`config.mk`:
```
export PLATFORM = sky130hd
export DESIGN_NAME = upload_frame_receiver
export DESIGN_NICKNAME = d
export VERILOG_FILES = /design/src/design/ufr_pkg.sv /design/src/design/upload_frame_receiver.sv /design/src/design/ufr_hdr_check.sv /design/src/design/ufr_payload_mem.sv
export SDC_FILE = /design/constraint.sdc
export NUM_CORES = 2
export LEC_CHECK = 0
export ABC_AREA = 1
export BUFFER_PORTS_ARGS = -buffer_cell sky130_fd_sc_hd__buf_4
export CAP_MARGIN = 20
export CORE_MARGIN = 2
export CORE_UTILIZATION = 50
export DETAILED_ROUTE_END_ITERATION = 8
export MAX_ROUTING_LAYER = met4
export PLACE_DENSITY = 0.63
export SYNTH_ARGS = -nofsm -noshare
export SYNTH_HDL_FRONTEND = slang
export SYNTH_SLANG_ARGS = --single-unit
```
`constraint.sdc`:
```
create_clock -name aclk -period 10.05 [get_ports aclk]
set_clock_uncertainty 0.15 [all_clocks]
set_input_delay 1.005 -clock aclk [delete_from_list [all_inputs] [get_ports aclk]]
set_output_delay 1.005 -clock aclk [all_outputs]
set_load 0.005 [all_outputs]
```
`src/design/ufr_pkg.sv`:
```
// Shared constants, codes and types of the upload frame receiver.
`timescale 1ns / 1ps
`default_nettype none

package ufr_pkg;

    // Frame geometry
    localparam int FRAME_BYTES   = 360;
    localparam int HEADER_BYTES  = 12;
    localparam int PAYLOAD_BYTES = FRAME_BYTES - HEADER_BYTES;

    // Widths derived from the geometry and the fixed field widths
    localparam int CNT_W  = $clog2(FRAME_BYTES + 1);
    localparam int PAY_AW = $clog2(PAYLOAD_BYTES);
    localparam int LEN_W  = 9;
    localparam int EXP_W  = ((CNT_W > LEN_W) ? CNT_W : LEN_W) + 1;
    localparam int CFG_IW = 2;

    // Commands
    localparam logic [1:0] CMD_PUSH  = 2'd0;
    localparam logic [1:0] CMD_QUERY = 2'd1;
    localparam logic [1:0] CMD_CLEAR = 2'd2;

    // Status codes
    localparam logic [2:0] ST_OK         = 3'd0;
    localparam logic [2:0] ST_NOT_READY  = 3'd1;
    localparam logic [2:0] ST_STATE_ERR  = 3'd2;
    localparam logic [2:0] ST_FORMAT_ERR = 3'd3;
    localparam logic [2:0] ST_LENGTH_ERR = 3'd4;

    // Configuration register indexes and reset values
    localparam logic [CFG_IW-1:0] CFG_MIN_PAYLOAD = 2'd0;
    localparam logic [CFG_IW-1:0] CFG_MAX_PAYLOAD = 2'd1;
    localparam logic [LEN_W-1:0]  MIN_RESET       = 9'd1;
    localparam logic [LEN_W-1:0]  MAX_RESET       = 9'd348;

    // Header magic, ASCII
    localparam logic [7:0] MAGIC_0 = 8'h53;
    localparam logic [7:0] MAGIC_1 = 8'h43;
    localparam logic [7:0] MAGIC_2 = 8'h55;
    localparam logic [7:0] MAGIC_3 = 8'h50;

    // Limits of the header id fields
    localparam logic [7:0] DEV_ID_MIN  = 8'd1;
    localparam logic [7:0] DEV_ID_MAX  = 8'd2;
    localparam logic [7:0] CHAN_ID_MAX = 8'd3;
    localparam logic [7:0] CHAN_IDLE   = 8'hFF;

    typedef logic [HEADER_BYTES-1:0][7:0] hdr_t;

    typedef struct packed {
        logic             format_ok;
        logic             length_ok;
        logic [LEN_W-1:0] length;
    } hdr_chk_t;

    typedef struct packed {
        logic              en;
        logic [PAY_AW-1:0] addr;
        logic [7:0]        data;
    } pay_wr_t;

endpackage

`default_nettype wire

```
`src/design/upload_frame_receiver.sv`:
```
// Upload frame receiver top level: input register, frame state and result register.
//
//  Channel  Direction  Handshake            Beat contents
//  s_       in         s_valid / s_ready    command, data_byte, read_index
//  m_       out        m_valid / m_ready    status, ids, length, payload byte
//  cfg_     in         cfg_valid/cfg_ready  register index, write data
//
// One beat is taken every cycle unless a stalled result blocks; each beat goes through
// the input register, where all its work is done, and then into the result register.
// Synchronous reset clears the frame counters, the phase and the error code, and
// loads the payload limits with 1 and 348; the payload store needs no clearing pass.
// A stalled result holds in the result register; the input register then fills and
// s_ready falls until m_ready returns.
`timescale 1ns / 1ps
`default_nettype none

module upload_frame_receiver (
    input  logic                        aclk,
    input  logic                        aresetn,
    input  logic                        s_valid,
    output logic                        s_ready,
    input  logic [1:0]                  s_command,
    input  logic [7:0]                  s_data_byte,
    input  logic [8:0]                  s_read_index,
    output logic                        m_valid,
    input  logic                        m_ready,
    output logic [2:0]                  m_status,
    output logic [1:0]                  m_device_id,
    output logic [7:0]                  m_channel_id,
    output logic [8:0]                  m_payload_length,
    output logic [7:0]                  m_payload_byte,
    input  logic                        cfg_valid,
    output logic                        cfg_ready,
    input  logic [ufr_pkg::CFG_IW-1:0]  cfg_index,
    input  logic [ufr_pkg::LEN_W-1:0]   cfg_data
);
    import ufr_pkg::*;

    typedef enum logic [1:0] {
        PH_RECEIVING,
        PH_READY,
        PH_ERROR
    } phase_t;

    // Input register
    logic             in_valid_reg, in_valid_next;
    logic [1:0]       cmd_reg, cmd_next;
    logic [7:0]       byte_reg, byte_next;
    logic [8:0]       idx_reg, idx_next;

    // Frame state
    phase_t           phase_reg, phase_next;
    logic [CNT_W-1:0] count_reg, count_next;
    logic [LEN_W-1:0] body_reg, body_next;
    logic [2:0]       err_reg, err_next;
    hdr_t             hdr_reg, hdr_next;
    logic [LEN_W-1:0] min_reg, min_next;
    logic [LEN_W-1:0] max_reg, max_next;

    // Result register
    logic             m_valid_reg, m_valid_next;
    logic [2:0]       status_reg, status_next;
    logic [1:0]       dev_reg, dev_next;
    logic [7:0]       chan_reg, chan_next;
    logic [LEN_W-1:0] plen_reg, plen_next;
    logic             psel_reg, psel_next;

    logic             s_accept;
    logic             out_free;
    logic             advance;
    logic             push_ok;
    logic [CNT_W-1:0] count_inc;
    logic [EXP_W-1:0] expect_cnt;
    hdr_chk_t         chk;
    pay_wr_t          pay_wr;
    logic             rd_en;
    logic [7:0]       rd_data;

    // Handshakes
    assign out_free  = !m_valid_reg || m_ready;
    assign advance   = in_valid_reg && out_free;
    assign s_ready   = !in_valid_reg || out_free;
    assign s_accept  = s_valid && s_ready;
    assign cfg_ready = 1'b1;

    // A push is stored only while receiving and while the frame has room
    assign push_ok    = advance && (cmd_reg == CMD_PUSH) && (phase_reg == PH_RECEIVING) &&
                        (count_reg < CNT_W'(FRAME_BYTES));
    assign count_inc  = count_reg + 1'b1;
    assign expect_cnt = EXP_W'(HEADER_BYTES) + EXP_W'(chk.length);

    ufr_hdr_check u_hdr_check (
        .hdr         (hdr_next),
        .min_payload (min_reg),
        .max_payload (max_reg),
        .chk         (chk)
    );

    // Payload bytes go to the store, header bytes to registers
    always_comb begin
        pay_wr.en   = push_ok && (count_reg >= CNT_W'(HEADER_BYTES));
        pay_wr.addr = PAY_AW'(count_reg - CNT_W'(HEADER_BYTES));
        pay_wr.data = byte_reg;
    end

    assign rd_en = advance && (cmd_reg == CMD_QUERY) && (phase_reg == PH_READY) &&
                   (idx_reg < body_reg);

    ufr_payload_mem u_payload_mem (
        .aclk    (aclk),
        .wr      (pay_wr),
        .rd_en   (rd_en),
        .rd_addr (PAY_AW'(idx_reg)),
        .rd_data (rd_data)
    );

    // Next state of the input register, the frame and the result
    always_comb begin
        in_valid_next = in_valid_reg;
        cmd_next      = cmd_reg;
        byte_next     = byte_reg;
        idx_next      = idx_reg;
        phase_next    = phase_reg;
        count_next    = count_reg;
        body_next     = body_reg;
        err_next      = err_reg;
        hdr_next      = hdr_reg;
        min_next      = min_reg;
        max_next      = max_reg;
        m_valid_next  = m_valid_reg;
        status_next   = status_reg;
        dev_next      = dev_reg;
        chan_next     = chan_reg;
        plen_next     = plen_reg;
        psel_next     = psel_reg;

        // Input register load and drain
        if (s_accept) begin
            in_valid_next = 1'b1;
            cmd_next      = s_command;
            byte_next     = s_data_byte;
            idx_next      = s_read_index;
        end else if (advance) begin
            in_valid_next = 1'b0;
        end

        // Configuration writes; unknown indexes are ignored
        if (cfg_valid) begin
            case (cfg_index)
                CFG_MIN_PAYLOAD: min_next = cfg_data;
                CFG_MAX_PAYLOAD: max_next = cfg_data;
                default:         ;
            endcase
        end

        // Header bytes are captured at their own positions
        if (push_ok) begin
            for (int i = 0; i < HEADER_BYTES; i++) begin
                if (count_reg == CNT_W'(i)) begin
                    hdr_next[i] = byte_reg;
                end
            end
        end

        if (m_ready) begin
            m_valid_next = 1'b0;
        end

        // Work of the beat held in the input register
        if (advance) begin
            m_valid_next = 1'b1;
            status_next  = ST_OK;
            dev_next     = 2'd0;
            chan_next    = CHAN_IDLE;
            plen_next    = '0;
            psel_next    = 1'b0;
            case (cmd_reg)
                CMD_PUSH: begin
                    if (phase_reg != PH_RECEIVING) begin
                        status_next = ST_STATE_ERR;
                    end else if (!push_ok) begin
                        status_next = ST_LENGTH_ERR;
                        err_next    = ST_LENGTH_ERR;
                        phase_next  = PH_ERROR;
                    end else begin
                        count_next = count_inc;
                        if (count_inc < CNT_W'(HEADER_BYTES)) begin
                            status_next = ST_NOT_READY;
                        end else if (!chk.format_ok) begin
                            status_next = ST_FORMAT_ERR;
                            err_next    = ST_FORMAT_ERR;
                            phase_next  = PH_ERROR;
                        end else if (!chk.length_ok) begin
                            status_next = ST_LENGTH_ERR;
                            err_next    = ST_LENGTH_ERR;
                            phase_next  = PH_ERROR;
                        end else begin
                            body_next = chk.length;
                            if (EXP_W'(count_inc) > expect_cnt) begin
                                status_next = ST_LENGTH_ERR;
                                err_next    = ST_LENGTH_ERR;
                                phase_next  = PH_ERROR;
                            end else if (EXP_W'(count_inc) < expect_cnt) begin
                                status_next = ST_NOT_READY;
                            end else begin
                                status_next = ST_OK;
                                phase_next  = PH_READY;
                            end
                        end
                    end
                end
                CMD_QUERY: begin
                    case (phase_reg)
                        PH_ERROR:     status_next = err_reg;
                        PH_RECEIVING: status_next = ST_NOT_READY;
                        PH_READY: begin
                            status_next = ST_OK;
                            dev_next    = hdr_reg[4][1:0];
                            chan_next   = hdr_reg[5];
                            plen_next   = body_reg;
                            psel_next   = idx_reg < body_reg;
                        end
                        default:      status_next = ST_NOT_READY;
                    endcase
                end
                CMD_CLEAR: begin
                    count_next = '0;
                    body_next  = '0;
                    err_next   = ST_OK;
                    phase_next = PH_RECEIVING;
                end
                default: ;
            endcase
        end
    end

    // State, registers and registered outputs
    always_ff @(posedge aclk) begin
        cmd_reg    <= cmd_next;
        byte_reg   <= byte_next;
        idx_reg    <= idx_next;
        hdr_reg    <= hdr_next;
        status_reg <= status_next;
        dev_reg    <= dev_next;
        chan_reg   <= chan_next;
        plen_reg   <= plen_next;
        psel_reg   <= psel_next;
        if (!aresetn) begin
            in_valid_reg <= 1'b0;
            m_valid_reg  <= 1'b0;
            phase_reg    <= PH_RECEIVING;
            count_reg    <= '0;
            body_reg     <= '0;
            err_reg      <= ST_OK;
            min_reg      <= MIN_RESET;
            max_reg      <= MAX_RESET;
        end else begin
            in_valid_reg <= in_valid_next;
            m_valid_reg  <= m_valid_next;
            phase_reg    <= phase_next;
            count_reg    <= count_next;
            body_reg     <= body_next;
            err_reg      <= err_next;
            min_reg      <= min_next;
            max_reg      <= max_next;
        end
    end

    // Result channel
    assign m_valid          = m_valid_reg;
    assign m_status         = status_reg;
    assign m_device_id      = dev_reg;
    assign m_channel_id     = chan_reg;
    assign m_payload_length = plen_reg;
    assign m_payload_byte   = psel_reg ? rd_data : 8'd0;

    // A complete frame holds exactly its header and its payload
    a_ready_count: assert property (@(posedge aclk) disable iff (!aresetn)
        (phase_reg == PH_READY) |->
        (EXP_W'(count_reg) == EXP_W'(HEADER_BYTES) + EXP_W'(body_reg)))
        else $error("ready frame with mismatched byte count");

    // The byte count never passes the frame size
    a_count_bound: assert property (@(posedge aclk) disable iff (!aresetn)
        count_reg <= CNT_W'(FRAME_BYTES))
        else $error("byte count beyond frame size");

    // An error code is latched exactly while in the error phase
    a_err_phase: assert property (@(posedge aclk) disable iff (!aresetn)
        (phase_reg == PH_ERROR) == (err_reg != ST_OK))
        else $error("latched error out of step with phase");

    // A beat leaving the input register always lands in the result register
    a_advance: assert property (@(posedge aclk) disable iff (!aresetn)
        advance |=> m_valid_reg)
        else $error("beat lost between stages");

    // A device id is only reported with an ok status
    a_dev_ok: assert property (@(posedge aclk) disable iff (!aresetn)
        (m_valid_reg && (dev_reg != 2'd0)) |-> (status_reg == ST_OK))
        else $error("device id reported with a failing status");

endmodule

`default_nettype wire

```
`src/design/ufr_hdr_check.sv`:
```
// Header format and payload length check.
`timescale 1ns / 1ps
`default_nettype none

module ufr_hdr_check (
    input  ufr_pkg::hdr_t                    hdr,
    input  logic [ufr_pkg::LEN_W-1:0]        min_payload,
    input  logic [ufr_pkg::LEN_W-1:0]        max_payload,
    output ufr_pkg::hdr_chk_t                chk
);
    import ufr_pkg::*;

    logic [31:0] len32;

    // Little-endian length word from the last four header bytes
    assign len32 = {hdr[11], hdr[10], hdr[9], hdr[8]};

    // Magic, id ranges and the two zero bytes
    assign chk.format_ok = (hdr[0] == MAGIC_0) && (hdr[1] == MAGIC_1) &&
                           (hdr[2] == MAGIC_2) && (hdr[3] == MAGIC_3) &&
                           (hdr[4] >= DEV_ID_MIN) && (hdr[4] <= DEV_ID_MAX) &&
                           (hdr[5] <= CHAN_ID_MAX) &&
                           (hdr[6] == 8'd0) && (hdr[7] == 8'd0);

    // The upper bits must be clear, since the limits fit in the low bits
    assign chk.length_ok = (len32[31:LEN_W] == '0) &&
                           (len32[LEN_W-1:0] >= min_payload) &&
                           (len32[LEN_W-1:0] <= max_payload);

    assign chk.length = len32[LEN_W-1:0];

endmodule

`default_nettype wire

```
`src/design/ufr_payload_mem.sv`:
```
// Payload byte store: one write port, one registered read port.
`timescale 1ns / 1ps
`default_nettype none

module ufr_payload_mem (
    input  logic                       aclk,
    input  ufr_pkg::pay_wr_t           wr,
    input  logic                       rd_en,
    input  logic [ufr_pkg::PAY_AW-1:0] rd_addr,
    output logic [7:0]                 rd_data
);
    import ufr_pkg::*;

    logic [7:0] mem [PAYLOAD_BYTES];
    logic [7:0] rd_data_reg;

    // Write port
    always_ff @(posedge aclk) begin
        if (wr.en) begin
            mem[wr.addr] <= wr.data;
        end
    end

    // Read port; the data holds until the next read
    always_ff @(posedge aclk) begin
        if (rd_en) begin
            rd_data_reg <= mem[rd_addr];
        end
    end

    assign rd_data = rd_data_reg;

endmodule

`default_nettype wire

```
; Word level (Yosys, flattened, before mapping)
; Memories as Yosys holds them, arrays and structs flattened. A register that Yosys moved wholly into a read port is not among the register bits.
; Index checks and enable logic that the tools add are counted.
[word_totals]
ram_bits = 2784
word_cells = 165
out_inout_bits = 33
inputBits = 35
memories = 1
regBits = 181
[op_classes]
mux = 53
n_reduce_logical = 41
add_sub_neg = 3
eq_ne = 28
n_lt_le_gt_ge = 11
[memory_table]
columns = name, words, word_bits, read_ports, rd_ports_with_merged_regs, wr, line_no
row1 = u_payload_mem.mem, 348, 8, 1, 1, 1, ufr_payload_mem.sv:14  ; logic [7:0] mem [PAYLOAD_BYTES];
[ops]
columns = operator, n
row1 = 8-bit 2-to-1 mux, 13
row2 = 96-bit 2-to-1 mux, 1
row3 = 9-bit 2-to-1 mux, 7
row4 = 9-bit by 3-bit equality test with 1-bit output (second input constant), 4
row5 = 9-bit by 4-bit equality test with 1-bit output (second input constant), 4
row6 = 3-bit 2-to-1 mux, 12
row7 = 9-bit one-hot mux with 2 select lines, 2
row8 = 8-bit by 7-bit equality test with 1-bit output (second input constant), 4
row9 = 23-bit logical NOT, 1
row10 = 1-bit logical AND, 19
row11 = 9-bit by 2-bit equality test with 1-bit output (second input constant), 2
row12 = 3-bit one-hot mux with 2 select lines, 3
row13 = 8-bit by 2-bit less-or-equal comparator with 1-bit output (second input constant), 2
row14 = 8-bit logical NOT, 2
row15 = 2-bit 2-to-1 mux, 7
row16 = 4-bit by 9-bit adder with 10-bit output (first input constant), 1
row17 = 9-bit by 10-bit greater-than comparator with 1-bit output, 1
row18 = 9-bit by 10-bit less-than comparator with 1-bit output, 1
row19 = 2-bit inequality test (second input constant), 5
row20 = 5-bit AND reduction, 2
row21 = 9-bit by 1-bit adder with 9-bit output (second input constant), 1
row22 = 9-bit by 1-bit equality test with 1-bit output (second input constant), 1
row23 = 9-bit by 4-bit >= comparator with 1-bit output (second input constant), 1
row24 = 9-bit >= comparator, 1
row25 = 21 further kinds, 39

; Depth between registers and ports, before layout
[depth]
ltp_word = 21
ltp_mapped = 26
ltp_nobuf = 25

; By module
; From an unflattened synthesis, not the netlist that was laid out.
[hier_totals]
hier_cells = 10310
area_unflattened_um2 = 121505.3
[by_module_without_submodules]
columns = module, area_each_um2, cells_per_inst, seq_area_each_um2, n_inst
row1 = ufr_payload_mem, 113396.3, 9326, 83840.4, 1
row2 = upload_frame_receiver, 7224.4, 822, 4023.9, 1
row3 = ufr_hdr_check, 884.6, 162, 0.0, 1

; Worst setup path after synthesis
; Ideal clock, no wire load.
[synth_timing]
kind = flip-flop to flip-flop
from = register byte_reg[4]
to = register err_reg[2]
arrival_ps = 6796
setup_ps = 113
required_time_ps = 9787
setup_slack_ps = 2991
stages_incl_launch_ff = 19
synth_period_minus_slack_ps = 7059
n_path_buf = 1
cell_sequence = edfxtp_1 > clkbuf_1 > inv_1 > o21ai_1 > nand2_1 > nor2_1 > inv_1 > nor2_1 > xor2_1 > ha_1 > a21oi_1 > o21ai_0 > a21o_1 > nand3_1 > nand2_1 > o21ai_2 > nand2_1 > nand2_1 > nor2_1
[synth_lines]
columns = element, line_no
row1 = "start, declared", upload_frame_receiver.sv:48  ; logic [7:0] byte_reg, byte_next;
row2 = "start signal, assigned", upload_frame_receiver.sv:240  ; byte_reg <= byte_next;
row3 = "end signal, assigned", upload_frame_receiver.sv:263  ; err_reg <= err_next;
row4 = "end, declared", upload_frame_receiver.sv:55  ; logic [2:0] err_reg, err_next;

; Worst setup path after layout
[layout_timing]
from = register idx_reg[1]
to = register u_payload_mem.rd_data_reg[7] (netlist: u_payload_mem.rd_data[7]) (read register of u_payload_mem.mem) (data pin)
[layout_via]
elab_chain_cells = 2
[layout_rtl]
columns = element, line_no
row1 = "start, declared", upload_frame_receiver.sv:49  ; logic [8:0] idx_reg, idx_next;
row2 = "start signal, assigned", upload_frame_receiver.sv:241  ; idx_reg <= idx_next;
row3 = 9-bit less-than comparator, upload_frame_receiver.sv:107  ; (idx_reg < body_reg);
row4 = 1-bit logical AND, upload_frame_receiver.sv:106  ; assign rd_en = advance && (cmd_reg == CMD_QUERY) && (phase_reg == PH_READY) &&
row5 = "end, declared", ufr_payload_mem.sv:15  ; logic [7:0] rd_data_reg;
; Several ways; a longest one is shown, not always the timed one.
; A chain may end at the register's enable or synchronous reset.

==> metrics.yaml <==
status: "finished clean"
clk-insertion-delay-late_ns: 0.96
wire_per_inst_um: 25.98
drtIter0Drc: 10760
hold_viol_final: 0
grt_pass1_vias: 75580
grt_pass1_wl_um: 499700
netlist_area_um2: 119400
cp_top_family: "buffers and inverters"
path_class: "register to register"
numPortBuffers: 66
cts_resized: 0
cts_root_buffer: "clkbuf_16"
maxSlewViolCount: 0
area_delta_synth_final_pct: 10.51
setup_viol: 0
async_flop_share: 0
regArea_um2: 87860
cts_tree: "built"
cp_slowest_cell: "buf_4"
cpMostUsedCell: "buf_4"
post-route-period-util: 0.5978
power.density_nw_per_um2: 198.2
synth-seq-area-share: 0.7358
final_cells: 13070
wl_um: 339600
ys.flop_type: "edfxtp_1"
post_cts_buffers: 0
num_io_pins: 68
grt_max_degree: 207
critPathMaxStageDelay_ns: 0.87
dp_hpwl_um: 184400
vias: 80010
cts_buffers: 314
cp-start-kind: "register"
worstPathCellList: "buf_4 -> buf_12 -> buf_4 -> buf_4 -> o21ai_0 -> o22ai_1 -> nor2_1 -> o22ai_1 -> nand2_1 -> a21oi_1 -> o21ai_0 -> nand3_1 -> nand3_1 -> nand2_1"
rsz0062_at_grt: "no"
synth.lib_cells_used.distinct: 47
utilization: 0.5554
coreArea_um2: 237600
tns_ns: 0
gr-total-overflow: 0
drtPass1Iterations: 6
vdd_drop_max_v: 0.0002165
multi_input_area_um2: 28270
slew-limit-headroom: 0.1769
track_usage: 0.2820
yosysWarnings: 0
die_h_um: 492.7
fmax_mhz: 166.5
synth-edff-count: 2834
fillers: 19320
htreeDepth: 5
synth_seq_cells: 2972
place_inst: 12520
viasPerCell: 6.119
fin_nets: 9746
dieArea_um2: 242800
place_congestion: 0.8965
drive_gt1_frac: 0.06661
leakage_uw: 0.04282
antenna_left: 0
crit_arrival_ns: 6.66
min_path_type: "primary input to register"
avgSynthCellArea_um2: 12.08
synth_cells: 9887
antenna_found_initial: 12
cts.clk_slew.worst_paths_ns: 0.06
largest_register_ffs: 2784
rows: 179
endpoint_kind: "register"
period_minus_slack_ns: 6.008
die_x_um: 492.7
holdBufCountCts: 0
cap_violations: 0
drc: 0
holdWs_ns: 0.07251
synth_nets: 9960
path_buf_inv: 4
worst_pin_slew_ns: 1.235
cts_sinks: 2972
cp_max_fo: 160
worstPathRequired_ns: 10.70
cts_max_path_buffers: 4
initial_utilization: 0.5026
## layout by cell type, fill, tap and decap left out, types with 13 or more instances in the layout
master     instances
buf_4            167
nand2_1          941
a21oi_1           73
o211ai_1          14
o22ai_1          710
diode_2           13
ha_1              38
bufinv_16         22
nand2_2           14
edfxtp_1        2834
clkinv_1          65
o21ai_0         1575
o221ai_1          44
dfxtp_1          138
nand4_1           20
buf_12            17
inv_1            151
nand3_1          518
clkbuf_1          66
clkinv_2          43
clkbuf_16        321
nor2_1          1986
## cell families (layout without fill, tap and decap cells)
| family | after synthesis | after routing | synth area share |
|---|---|---|---|
| xor+xnor | 7 | 7 | 0.0005134 |
| fa+ha+maj | 38 | 38 | 0.003981 |
| buf+inv | 878 | 885 | 0.02835 |
| other cells | 1 | 14 | 0.00003140 |
| flops | 2972 | 2972 | 0.7358 |
| compound gates | 2464 | 2464 | 0.1132 |
| simple gates | 3527 | 3527 | 0.1181 |
## area by class of cell
class / count / share of cell area
flip-flops and latches: 2972 / 0.6658
multi-input cells: 6037 / 0.2142
clock buffers: 388 / 0.06280
well taps: 3167 / 0.03003
repair buffers: 185 / 0.01229
clock inverters: 149 / 0.009822
inverters: 163 / 0.004864
diodes: 13 / 0.0002465
## report_power, final
group	switching (uW)	internal, uW	total (uW)
sequential	17.8	13600	13600
combinational	1140	351	1490
clock	4680	6390	11100
## per-layer routing
layer / up-vias / part of all wire / global-route usage
met3: 649 / 0.096 / 0.05038
li1: 35600 / - / -
met5: - / 0 / -
met1: 39580 / 0.41 / 0.3906
met4: 0 / 0.031 / 0.08900
met2: 4183 / 0.47 / 0.4265
## worst register-to-register path: stages, from the launching register on
cell      delay [ns]
edfxtp_1        0.33
buf_4           0.75
buf_12          0.69
buf_4           0.99
buf_4           0.86
o21ai_0         0.36
o22ai_1         0.23
nor2_1          0.08
o22ai_1         0.34
nand2_1         0.19
a21oi_1         0.21
o21ai_0         0.16
nand3_1         0.18
nand3_1         0.21
nand2_1         0.12
## synth_stat cells, types with 2 or more instances
cell	count	share of area
o21ai_0	1575	0.066
o21bai_1	2	0.00013
buf_2	45	0.0019
nor2_1	1989	0.063
or2_2	8	0.00042
a31oi_1	8	0.00042
o21ai_1	11	0.00046
inv_2	6	0.00019
inv_1	155	0.0049
nand3_1	522	0.022
o221a_2	4	0.00038
nand2_1	949	0.030
o2111ai_1	2	0.00015
a211oi_1	4	0.00025
o211ai_1	14	0.00088
edfxtp_1	2834	0.71
o32ai_1	3	0.00022
nor2_4	5	0.00047
clkinv_1	2	0.000063
ha_1	38	0.0040
nor2_2	9	0.00047
nor3_1	10	0.00042
a21oi_1	74	0.0031
nand2_4	2	0.00019
xor2_1	6	0.00044
o22ai_1	710	0.037
o31ai_1	8	0.00050
dfxtp_1	138	0.023
nand2_2	7	0.00037
clkbuf_1	614	0.019
nand3_2	2	0.00017
o221ai_1	44	0.0032
buf_6	4	0.00038
nand4_1	20	0.0010
buf_1	51	0.0016
## path summary, 6_finish.rpt
path / startpoint / slack [ns] / to / cells after the start
min reg2reg: hdr_reg[83] / 0.29 / hdr_reg[83] / 2
max: idx_reg[1] / 4.04 / u_payload_mem.rd_data[7] / 14
max reg2reg: idx_reg[1] / 4.04 / u_payload_mem.rd_data[7] / 14
min: s_data_byte[5] / 0.07 / byte_reg[5] / 1
## metrics by stage
stage | area [um2] | power, uW | setup WS [ns]
floorplan | 119400 | 14800 | 2.991
global placement | 122300 | 15310 | 4.362
detailed placement | 122400 | 15340 | 4.287
CTS | 131900 | 26230 | 4.228
global route | 132000 | 26810 | 3.816
finish | 132000 | 26160 | 4.042
No activity file was read; power rests on OpenSTA's default activity.
